[config.mk]
export PLATFORM = sky130hd
export DESIGN_NAME = arp_cache_responder_core_flat
export DESIGN_NICKNAME = d
export VERILOG_FILES = /design/src/rtl/core/arpc_pkg.sv /design/src/rtl/core/arpc_stream_if.sv /design/src/rtl/core/arpc_front.sv /design/src/rtl/core/arpc_cmd_fifo.sv /design/src/rtl/core/arpc_back.sv /design/src/rtl/core/arp_cache_responder_core.sv /design/src/flat_wrapper.sv
export SDC_FILE = /design/constraint.sdc
export NUM_CORES = 2
export LEC_CHECK = 0
export BUFFER_PORTS_ARGS = -buffer_cell sky130_fd_sc_hd__buf_2
export CORE_UTILIZATION = 55
export CTS_CLUSTER_SIZE = 25
export DETAILED_ROUTE_END_ITERATION = 10
export PLACE_DENSITY = 0.82
export REMOVE_ABC_BUFFERS = 1
export SLEW_MARGIN = 20
export SYNTH_ARGS = -nofsm -noshare
export SYNTH_HDL_FRONTEND = slang
export SYNTH_SLANG_ARGS = --single-unit
[constraint.sdc]
create_clock -name clk_i -period 7.5 [get_ports clk_i]
set_input_delay 0 -clock clk_i [delete_from_list [all_inputs] [get_ports clk_i]]
set_output_delay 0 -clock clk_i [all_outputs]
set_load 0.02 [all_outputs]
[src/rtl/core/arpc_pkg.sv]
// Types and constants shared by the ARP cache and responder modules.
package arpc_pkg;

  // ARP operation field codes.
  localparam logic [15:0] ARP_OPC_REQUEST = 16'd1;
  localparam logic [15:0] ARP_OPC_REPLY   = 16'd2;

  // Item operation codes.
  localparam logic OP_PACKET = 1'b0;
  localparam logic OP_LOOKUP = 1'b1;

  // Configuration register indexes and port widths.
  localparam int CFG_IDX_W  = 1;
  localparam int CFG_DATA_W = 48;
  localparam logic [CFG_IDX_W-1:0] CFG_OUR_IP  = 1'b0;
  localparam logic [CFG_IDX_W-1:0] CFG_OUR_MAC = 1'b1;

  // Reset value of our IP address, 10.0.2.15.
  localparam logic [31:0] OUR_IP_RESET = 32'h0A00020F;

  // Depth of the command queue between front and back.
  localparam int CMD_FIFO_DEPTH = 2;

  // Input word.
  typedef struct packed {
    logic        operation;
    logic [15:0] arp_opcode;
    logic [31:0] sender_ip;
    logic [47:0] sender_mac;
    logic [31:0] target_ip;
    logic [31:0] query_ip;
  } item_t;

  // Result word.
  typedef struct packed {
    logic        found;
    logic [47:0] found_mac;
    logic        reply_valid;
    logic [47:0] reply_dst_mac;
    logic [31:0] reply_dst_ip;
    logic        entry_dropped;
  } result_t;

  // Command kinds produced by the front end.
  typedef enum logic [1:0] {
    CMD_NONE   = 2'd0,
    CMD_LOOKUP = 2'd1,
    CMD_UPDATE = 2'd2,
    CMD_ANSWER = 2'd3
  } cmd_kind_e;

  // Classified command handed from front to back.
  typedef struct packed {
    cmd_kind_e   kind;
    logic [31:0] ip;
    logic [47:0] mac;
  } cmd_t;

endpackage

[src/rtl/core/arpc_stream_if.sv]
// Valid/ready stream interface carrying one payload word.
interface arpc_stream_if #(
  parameter type payload_t = logic
);
  logic     valid;
  logic     ready;
  payload_t payload;

  modport source (output valid, output payload, input ready);
  modport sink   (input valid, input payload, output ready);
endinterface

[src/rtl/core/arpc_front.sv]
// Front end: accepts input words and classifies them into cache commands.
module arpc_front
  import arpc_pkg::*;
(
  input  logic [31:0]         our_ip_i,
  arpc_stream_if.sink         item_i,
  input  logic                full_i,
  output logic                push_o,
  output cmd_t                cmd_o
);

  item_t item;

  assign item         = item_i.payload;
  assign item_i.ready = !full_i;
  assign push_o       = item_i.valid && !full_i;

  // Decide what the back end has to do with this word.
  always_comb begin
    cmd_o.kind = CMD_NONE;
    cmd_o.ip   = item.sender_ip;
    cmd_o.mac  = item.sender_mac;
    if (item.operation == OP_LOOKUP) begin
      cmd_o.kind = CMD_LOOKUP;
      cmd_o.ip   = item.query_ip;
    end else if (item.target_ip == our_ip_i) begin
      case (item.arp_opcode)
        ARP_OPC_REPLY:   cmd_o.kind = CMD_UPDATE;
        ARP_OPC_REQUEST: cmd_o.kind = CMD_ANSWER;
        default:         cmd_o.kind = CMD_NONE;
      endcase
    end
  end

endmodule

[src/rtl/core/arpc_cmd_fifo.sv]
// Short command queue between the front end and the cache engine.
module arpc_cmd_fifo
  import arpc_pkg::*;
(
  input  logic clk_i,
  input  logic rst_ni,
  input  logic push_i,
  input  cmd_t din_i,
  output logic full_o,
  input  logic pop_i,
  output cmd_t dout_o,
  output logic empty_o
);

  localparam int PTR_W = (CMD_FIFO_DEPTH > 1) ? $clog2(CMD_FIFO_DEPTH) : 1;
  localparam int CNT_W = $clog2(CMD_FIFO_DEPTH + 1);
  localparam logic [PTR_W-1:0] LAST_PTR = PTR_W'(CMD_FIFO_DEPTH - 1);
  localparam logic [CNT_W-1:0] FULL_CNT = CNT_W'(CMD_FIFO_DEPTH);

  cmd_t             slot_q [CMD_FIFO_DEPTH];
  logic [PTR_W-1:0] wr_ptr_q, wr_ptr_d;
  logic [PTR_W-1:0] rd_ptr_q, rd_ptr_d;
  logic [CNT_W-1:0] cnt_q, cnt_d;
  logic             do_push, do_pop;

  assign full_o  = (cnt_q == FULL_CNT);
  assign empty_o = (cnt_q == '0);
  assign dout_o  = slot_q[rd_ptr_q];
  assign do_push = push_i && !full_o;
  assign do_pop  = pop_i && !empty_o;

  // Pointer and fill count updates.
  always_comb begin
    wr_ptr_d = wr_ptr_q;
    rd_ptr_d = rd_ptr_q;
    cnt_d    = cnt_q;
    if (do_push) begin
      wr_ptr_d = (wr_ptr_q == LAST_PTR) ? '0 : wr_ptr_q + PTR_W'(1);
    end
    if (do_pop) begin
      rd_ptr_d = (rd_ptr_q == LAST_PTR) ? '0 : rd_ptr_q + PTR_W'(1);
    end
    if (do_push && !do_pop) begin
      cnt_d = cnt_q + CNT_W'(1);
    end else if (do_pop && !do_push) begin
      cnt_d = cnt_q - CNT_W'(1);
    end
  end

  always_ff @(posedge clk_i or negedge rst_ni) begin
    if (!rst_ni) begin
      wr_ptr_q <= '0;
      rd_ptr_q <= '0;
      cnt_q    <= '0;
    end else begin
      wr_ptr_q <= wr_ptr_d;
      rd_ptr_q <= rd_ptr_d;
      cnt_q    <= cnt_d;
    end
  end

  // Queue storage needs no reset.
  always_ff @(posedge clk_i) begin
    if (do_push) begin
      slot_q[wr_ptr_q] <= din_i;
    end
  end

endmodule

[src/rtl/core/arpc_back.sv]
// Cache engine: scans the entry memory, updates it and forms result words.
module arpc_back
  import arpc_pkg::*;
#(
  parameter int CACHE_ENTRIES = 16
) (
  input  logic          clk_i,
  input  logic          rst_ni,
  input  logic          empty_i,
  input  cmd_t          cmd_i,
  output logic          pop_o,
  arpc_stream_if.source result_o
);

  localparam int IDX_W = (CACHE_ENTRIES > 1) ? $clog2(CACHE_ENTRIES) : 1;
  localparam int CNT_W = $clog2(CACHE_ENTRIES + 1);
  localparam logic [CNT_W-1:0] FULL_CNT = CNT_W'(CACHE_ENTRIES);

  typedef enum logic [2:0] {
    ST_IDLE = 3'b001,
    ST_SCAN = 3'b010,
    ST_RESP = 3'b100
  } state_e;

  state_e           state_q, state_d;
  cmd_t             cmd_q, cmd_d;
  logic [CNT_W-1:0] scan_idx_q, scan_idx_d;
  logic             chk_vld_q, chk_vld_d;
  logic [CNT_W-1:0] chk_idx_q, chk_idx_d;
  logic [CNT_W-1:0] count_q, count_d;
  result_t          res_q, res_d;
  logic             out_vld_q, out_vld_d;
  result_t          out_q, out_d;

  // Entry memory: one write and one registered read per cycle.
  logic [31:0]      ip_mem  [CACHE_ENTRIES];
  logic [47:0]      mac_mem [CACHE_ENTRIES];
  logic [31:0]      ip_rd_q;
  logic [47:0]      mac_rd_q;
  logic [IDX_W-1:0] rd_addr, wr_addr;
  logic             ip_we, mac_we;

  logic hit, last, miss, issue, out_free;

  // Read data of entry chk_idx_q is present when chk_vld_q is set.
  assign hit      = chk_vld_q && (ip_rd_q == cmd_q.ip);
  assign last     = chk_vld_q && ((chk_idx_q + CNT_W'(1)) == count_q);
  assign miss     = (count_q == '0) || (last && !hit);
  assign issue    = (scan_idx_q < count_q);
  assign out_free = !out_vld_q || result_o.ready;

  always_comb begin
    state_d    = state_q;
    cmd_d      = cmd_q;
    scan_idx_d = scan_idx_q;
    chk_vld_d  = chk_vld_q;
    chk_idx_d  = chk_idx_q;
    count_d    = count_q;
    res_d      = res_q;
    out_d      = out_q;
    out_vld_d  = out_vld_q && !result_o.ready;
    pop_o      = 1'b0;
    rd_addr    = '0;
    wr_addr    = chk_idx_q[IDX_W-1:0];
    ip_we      = 1'b0;
    mac_we     = 1'b0;

    case (state_q)
      // Take the next command and settle the ones that need no search.
      ST_IDLE: begin
        if (!empty_i) begin
          pop_o      = 1'b1;
          cmd_d      = cmd_i;
          scan_idx_d = '0;
          chk_vld_d  = 1'b0;
          res_d      = '0;
          case (cmd_i.kind)
            CMD_LOOKUP, CMD_UPDATE: begin
              state_d = ST_SCAN;
            end
            CMD_ANSWER: begin
              res_d.reply_valid   = 1'b1;
              res_d.reply_dst_mac = cmd_i.mac;
              res_d.reply_dst_ip  = cmd_i.ip;
              state_d             = ST_RESP;
            end
            default: begin
              state_d = ST_RESP;
            end
          endcase
        end
      end

      // Read one entry per cycle and compare the one read last cycle.
      ST_SCAN: begin
        rd_addr    = issue ? scan_idx_q[IDX_W-1:0] : '0;
        scan_idx_d = issue ? scan_idx_q + CNT_W'(1) : scan_idx_q;
        chk_vld_d  = issue;
        chk_idx_d  = scan_idx_q;
        if (hit || miss) begin
          state_d   = ST_RESP;
          chk_vld_d = 1'b0;
          if (cmd_q.kind == CMD_LOOKUP) begin
            if (hit) begin
              res_d.found     = 1'b1;
              res_d.found_mac = mac_rd_q;
            end
          end else if (hit) begin
            // Known sender: refresh its MAC.
            mac_we  = 1'b1;
            wr_addr = chk_idx_q[IDX_W-1:0];
          end else if (count_q < FULL_CNT) begin
            // New sender: append after the last filled entry.
            ip_we   = 1'b1;
            mac_we  = 1'b1;
            wr_addr = count_q[IDX_W-1:0];
            count_d = count_q + CNT_W'(1);
          end else begin
            res_d.entry_dropped = 1'b1;
          end
        end
      end

      // Hand the result to the output register once it is free.
      ST_RESP: begin
        if (out_free) begin
          out_vld_d = 1'b1;
          out_d     = res_q;
          state_d   = ST_IDLE;
        end
      end

      default: begin
        state_d = ST_IDLE;
      end
    endcase
  end

  always_ff @(posedge clk_i or negedge rst_ni) begin
    if (!rst_ni) begin
      state_q    <= ST_IDLE;
      scan_idx_q <= '0;
      chk_vld_q  <= 1'b0;
      chk_idx_q  <= '0;
      count_q    <= '0;
      out_vld_q  <= 1'b0;
    end else begin
      state_q    <= state_d;
      scan_idx_q <= scan_idx_d;
      chk_vld_q  <= chk_vld_d;
      chk_idx_q  <= chk_idx_d;
      count_q    <= count_d;
      out_vld_q  <= out_vld_d;
    end
  end

  // Payload registers carry no reset.
  always_ff @(posedge clk_i) begin
    cmd_q <= cmd_d;
    res_q <= res_d;
    out_q <= out_d;
  end

  // Entry memory write and registered read.
  always_ff @(posedge clk_i) begin
    if (ip_we) begin
      ip_mem[wr_addr] <= cmd_q.ip;
    end
    if (mac_we) begin
      mac_mem[wr_addr] <= cmd_q.mac;
    end
    ip_rd_q  <= ip_mem[rd_addr];
    mac_rd_q <= mac_mem[rd_addr];
  end

  assign result_o.valid   = out_vld_q;
  assign result_o.payload = out_q;

endmodule

[src/rtl/core/arp_cache_responder_core.sv]
// Top level of the ARP cache and reply responder.
//
//   channel   | dir | handshake     | word
//   ----------+-----+---------------+-----------------------------------
//   item_i    | in  | valid/ready   | item_t: received ARP or lookup
//   result_o  | out | valid/ready   | result_t: one per input word
//   cfg_*     | in  | write enable  | register index and write data
//
// A lookup or an ARP reply to our address searches the entry memory, one
// read per cycle, through at most the n cached entries until a hit; other
// words need no search and go straight to the result.
// Reset empties the cache at once; there is no clearing pass.
// A two-entry command queue keeps input accepted while the engine or a
// stalled output is busy.
module arp_cache_responder_core
  import arpc_pkg::*;
#(
  parameter int CACHE_ENTRIES = 16
) (
  input  logic                 clk_i,
  input  logic                 rst_ni,
  arpc_stream_if.sink          item_i,
  arpc_stream_if.source        result_o,
  input  logic                 cfg_we_i,
  input  logic [CFG_IDX_W-1:0] cfg_idx_i,
  input  logic [CFG_DATA_W-1:0] cfg_wdata_i
);

  logic [31:0] our_ip_q;
  logic        push, full, pop, empty;
  cmd_t        push_cmd, head_cmd;

  // Configuration registers. Our MAC is not used inside this block,
  // so its writes are accepted and discarded.
  always_ff @(posedge clk_i or negedge rst_ni) begin
    if (!rst_ni) begin
      our_ip_q <= OUR_IP_RESET;
    end else if (cfg_we_i) begin
      case (cfg_idx_i)
        CFG_OUR_IP: our_ip_q <= cfg_wdata_i[31:0];
        default: ;
      endcase
    end
  end

  arpc_front u_front (
    .our_ip_i (our_ip_q),
    .item_i   (item_i),
    .full_i   (full),
    .push_o   (push),
    .cmd_o    (push_cmd)
  );

  arpc_cmd_fifo u_fifo (
    .clk_i   (clk_i),
    .rst_ni  (rst_ni),
    .push_i  (push),
    .din_i   (push_cmd),
    .full_o  (full),
    .pop_i   (pop),
    .dout_o  (head_cmd),
    .empty_o (empty)
  );

  arpc_back #(
    .CACHE_ENTRIES (CACHE_ENTRIES)
  ) u_back (
    .clk_i    (clk_i),
    .rst_ni   (rst_ni),
    .empty_i  (empty),
    .cmd_i    (head_cmd),
    .pop_o    (pop),
    .result_o (result_o)
  );

endmodule

[src/flat_wrapper.sv]
// flat-port wrapper written by rule: the top's interface ports become plain ports
module arp_cache_responder_core_flat import arpc_pkg::*;
#(
  parameter int CACHE_ENTRIES = 16
)
  (clk_i, rst_ni, cfg_we_i, cfg_idx_i, cfg_wdata_i, item_i_valid, item_i_payload, item_i_ready, result_o_valid, result_o_payload, result_o_ready);
  arpc_stream_if #(.payload_t(item_t)) item_i_i ();
  arpc_stream_if #(.payload_t(result_t)) result_o_i ();
  input  logic clk_i;
  input  logic rst_ni;
  input  logic cfg_we_i;
  input  logic [CFG_IDX_W-1:0] cfg_idx_i;
  input  logic [CFG_DATA_W-1:0] cfg_wdata_i;
  input wire logic [$bits(item_i_i.valid)-1:0] item_i_valid;
  input wire logic [$bits(item_i_i.payload)-1:0] item_i_payload;
  output wire logic [$bits(item_i_i.ready)-1:0] item_i_ready;
  output wire logic [$bits(result_o_i.valid)-1:0] result_o_valid;
  output wire logic [$bits(result_o_i.payload)-1:0] result_o_payload;
  input wire logic [$bits(result_o_i.ready)-1:0] result_o_ready;
  assign item_i_i.valid = item_i_valid;
  assign item_i_i.payload = item_i_payload;
  assign item_i_ready = item_i_i.ready;
  assign result_o_valid = result_o_i.valid;
  assign result_o_payload = result_o_i.payload;
  assign result_o_i.ready = result_o_ready;
  arp_cache_responder_core #(.CACHE_ENTRIES(CACHE_ENTRIES)) u_core (.clk_i(clk_i), .rst_ni(rst_ni), .item_i(item_i_i), .result_o(result_o_i), .cfg_we_i(cfg_we_i), .cfg_idx_i(cfg_idx_i), .cfg_wdata_i(cfg_wdata_i));
endmodule
==> run summary <==
For hold timing, the worst endpoint is u_core.u_fifo.slot_q[1][75]$_DFFE_PP_. The count of clock tree sinks is just under 2k. Counting the fill cells in the layout gives 8233.

The post-DP HPWL came out at 89400 um. Excluding fillers, the count of instances in the completed layout stands at 6860. The count of input and output buffers came out at 331.

The quantity of hold-fixing buffers added after cts is 289. The startpoint of the lowest-slack hold path is item_i_payload[27]. The post-synth design cell area came out at 72100 sq um. The first TritonRoute pass finished after 8 iterations. The global-route wire length before repair is 269000 um. Leaving out fill and tap cells, the most frequent cell in the layout is edfxtp_1. The Yosys step of the flow raised 0 warnings. In the layout the commonest cells are 1788 x edfxtp_1, 362 x mux2_2, 331 x buf_2. The later pin in the worst-skew pair is clocked with a latency of 0.87 ns. The TritonCTS clock tree is done. After global routing the overflow that remains totals 0. The floorplan die height is between 300 and 400 um. The share of the synthesized area in compound gates (AO/OA/AOI/OAI) was 0.0737. STA puts the critical path data required time at between 7 and 8 ns. The number of nets with antenna violations after routing came out at 0.

Of the total power, combinational logic draws 0.131. The worst register-to-register path begins at u_core.u_back.state_q[2]$_DFFE_PN0P_. The slew of the pin with the lowest slew margin is 1.23 ns. The routed via count divided by cell count came out at 6.25. The category of the worst setup path launch point is a flip-flop. The core region is 130000 sq um. The run finished with clean final reports. The share of cell area taken by muxes after synthesis is 0.0591. The kind of capture point of the worst setup path is a flip-flop. The maximum achievable frequency is 189 MHz.

The count of state elements after synthesis is 1924. The minimum clock period came out at 5.29 ns. Ranked by total cell area, the synthesized netlist is headed by edfxtp_1 75%, mux2_2 5.7%, dfxtp_1 2.2%. The arrival time of data at the critical path endpoint is 5.75 ns. The cell count after synthesis came out at approximately 4.3k.

The average size of a mapped cell came out at 16.7 sq um. The placer's final routability congestion estimate came out at 0.810. In this run the tightest slew margin relative to its limit is 0.181.

edfxtp_1 takes more of the synthesized area than any other cell. The total net switching power came out at 8.01 mW. The die width is 364 um. For this design the static power due to leakage is ~29 nW. The simple logic cell fraction of the synthesized area is 0.0542. Clock-pin slew was measured on the worst setup and hold paths at 0.06 ns.

The multi-input gate area in the final layout came out at ~15000 sq um. The number of cells traversed by the worst register-to-register path is 10. The share of synthesized area in the top cell type comes to 0.745. The H-tree level count is 4.

The number of antenna violations at the first check in global routing is 7. The number of placed instances, taps included is between 6k and 7k. The pin count of the biggest net entering global routing came out at 175.

The number of setup violations in the final report came out at 0. In this run the power density over the cells is 340 nW/um^2. By area, the combinational part of the netlist is dominated by compound AO/OA/AOI/OAI gates. The clock network fraction of total power is 0.326. The count of final hold-check violations is 0. The via count of the first global-routing pass is 43.6k. The overall track demand over capacity in global routing came out at 0.277. The average wire per standard cell came out at 27.0 um. The worst hold path passes through 3 cells.

The total routed wirelength came out at 185000 um. The worst setup path is of the flip-flop to flip-flop kind. The number of core rows came out at 132. The synthesized design contains 1788 enable-type register cells. In this run, post-CTS repair resized a total of 0 instances. The number of DRC markers after the initial detailed-route iteration came out at ~6.2k. The count of boundary I/O pins came out at 348. Of the total synthesized cell area, the portion taken by XOR and XNOR cells is 0.00997. The sequential cell area fraction in the yosys report came out at 0.787. Of the total power, the share spent switching nets is 0.277. The min-delay analysis places its worst path in the category primary input to flip-flop.

The total area of sequential cells is 56700 sq um. The part of the cycle the worst path needs is 0.705. The longest clock path from root to sink contains 3 buffers. The maximum net fanout on the critical path came out at 59. The number of remaining DRC errors is 0. The initial core utilization is 0.555. The worst hold slack across all endpoints came out at 0.0457 ns. Setup repair after global routing left no endpoint under its margin. The register-to-register setup slack came out at 2.21 ns.

The adder and majority cell fraction of the synthesized area is 0.00174. The net count of the finished layout is 5179. The synthesis-to-finish area growth came out at 18.2%. The worst voltage drop across the vdd grid is about 0.00035 V. Counting the buffers created by CTS gives approximately 190.

The setup skew after layout is 0.0565 ns. The endpoint identified for the worst register-to-register timing path is u_core.u_back.mac_mem[15][9]$_DFFE_PP_. The floorplan die area came out at 132000 sq um. Counting distinct cell types in the post-synthesis netlist gives 68. The total count of max-transition violations in the final report is 0.

The share of final-layout standard cells stronger than drive strength 1 came out at 0.222. The post-CTS setup-driven buffer insertion count came out at 0. For this run, the leading register cell type out of synthesis is edfxtp_1. The launching element of the worst setup path is u_core.u_back.state_q[2]$_DFFE_PN0P_. The cell at the root of the clock tree is clkbuf_16. The number of max-cap violations is 0. The share of total power dissipated in sequential elements is 0.543.

Cell internal power was estimated by the tool at 20.9 mW. The total via count after detailed routing came out at 42.9k. The post-synthesis async set-or-reset flop share came out at 0.0291.
power groups by stage:
stage          registers (mW)  clock network, mW  logic [mW]
2_1_floorplan            15.6                  0        2.06
3_3_place_gp             15.7                  0        3.48
3_5_place_dp             15.8                  0        3.55
4_1_cts                  15.6               9.45        3.74
5_1_grt                  15.8               9.89        3.99
6_report                 15.7               9.42        3.80
how the worst max path moves through the flow:
stage | end | slack [ns] | depth (start not counted)
floorplan | u_core.u_back.ip_rd_q[0]$_DFF_P_ | -15.60 | 7
global placement | u_core.u_back.mac_mem[4][23]$_DFFE_PP_ | 2.42 | 8
detailed placement | u_core.u_back.mac_mem[15][36]$_DFFE_PP_ | 2.37 | 10
CTS | u_core.u_back.mac_mem[15][23]$_DFFE_PP_ | 2.31 | 8
global route | u_core.u_back.mac_mem[15][36]$_DFFE_PP_ | 2.10 | 10
finish | u_core.u_back.mac_mem[15][9]$_DFFE_PP_ | 2.21 | 10
stage by stage:
| stage | util | TNS, ns | total power [mW] | instance area, sq um | setup slack [ns] |
|---|---|---|---|---|---|
| 2_1_floorplan | - | -1247.03 | 17.7 | 71100 | -15.60 |
| 3_3_place_gp | 0.585 | 0 | 19.2 | 76000 | 2.42 |
| 3_5_place_dp | 0.585 | 0 | 19.4 | 76000 | 2.37 |
| 4_1_cts | 0.655 | 0 | 28.8 | 85100 | 2.31 |
| 5_1_grt | 0.656 | 0 | 29.7 | 85200 | 2.10 |
| 6_report | 0.656 | 0 | 28.9 | 85200 | 2.21 |
sequential cells by signal, summed over array words and instances (netlist names), 32 cells and up:
name and cells:
u_core.u_back.ip_rd_q 32, u_core.u_back.result_o.payload 131, u_core.u_back.mac_mem 768, u_core.u_back.mac_rd_q 48
u_core.our_ip_q 32, u_core.u_fifo.slot_q 164, u_core.u_back.cmd_q 82, u_core.u_back.ip_mem 512
u_core.u_back.res_q 131
area by class of cell:
class,count,area share
Antenna cell,3,0.0000881
Clock buffer,262,0.0603
Clock inverter,86,0.0126
Inverter,10,0.000529
Multi-Input combinational cell,2126,0.173
Sequential cell,1924,0.666
Tap cell,1742,0.0256
Timing Repair Buffer,707,0.0624
cell usage after synthesis, types with 9 or more instances:
cell / n
nor4_1: 16
a221o_1: 68
o32ai_1: 68
o22ai_1: 85
buf_1: 9
a22oi_1: 69
buf_2: 14
dfrtp_1: 48
inv_1: 9
ha_1: 10
dfxtp_1: 80
o22a_1: 16
mux2i_1: 13
xnor2_1: 19
mux2_2: 362
clkbuf_1: 231
nor2_1: 264
nand2_1: 317
nand3_1: 11
a221oi_1: 12
nor3_1: 89
a22o_1: 11
o32a_1: 18
xor2_1: 63
a21o_1: 14
a211oi_1: 20
edfxtp_1: 1788
and2_1: 130
o21ai_0: 80
a31oi_1: 69
a21oi_1: 230
cells by family (layout without fill, tap and decap cells):
logic type	count (synthesis)	in the layout
other cells	0	3
mux	378	378
xor+xnor	82	82
buf+inv	267	1065
flops	1924	1924
compound gates	785	785
fa+ha+maj	10	10
simple gates	871	871
critical path, cell delays in order, from the launching register on:
cell     delay (ns)
dfrtp_1        0.44
or3b_1         0.62
inv_2          0.13
buf_4          0.71
o21ai_0        0.37
nor2_1         0.23
o21a_4         0.20
and2_4         0.28
a31oi_2        0.41
nor2_4         0.85
buf_4          0.65
routing by layer:
layer  wire (um)  vias to the layer above  part of all wire  GRT usage
met2       89600                     3225              0.48      0.454
met5          10                        -          0.000054          0
met3       22400                      484              0.12     0.0668
met4        6820                        2             0.037      0.119
met1       66200                    21150              0.36      0.354
li1            -                    18001                 -          -
Note: power is estimated with default switching activity, not from simulation.
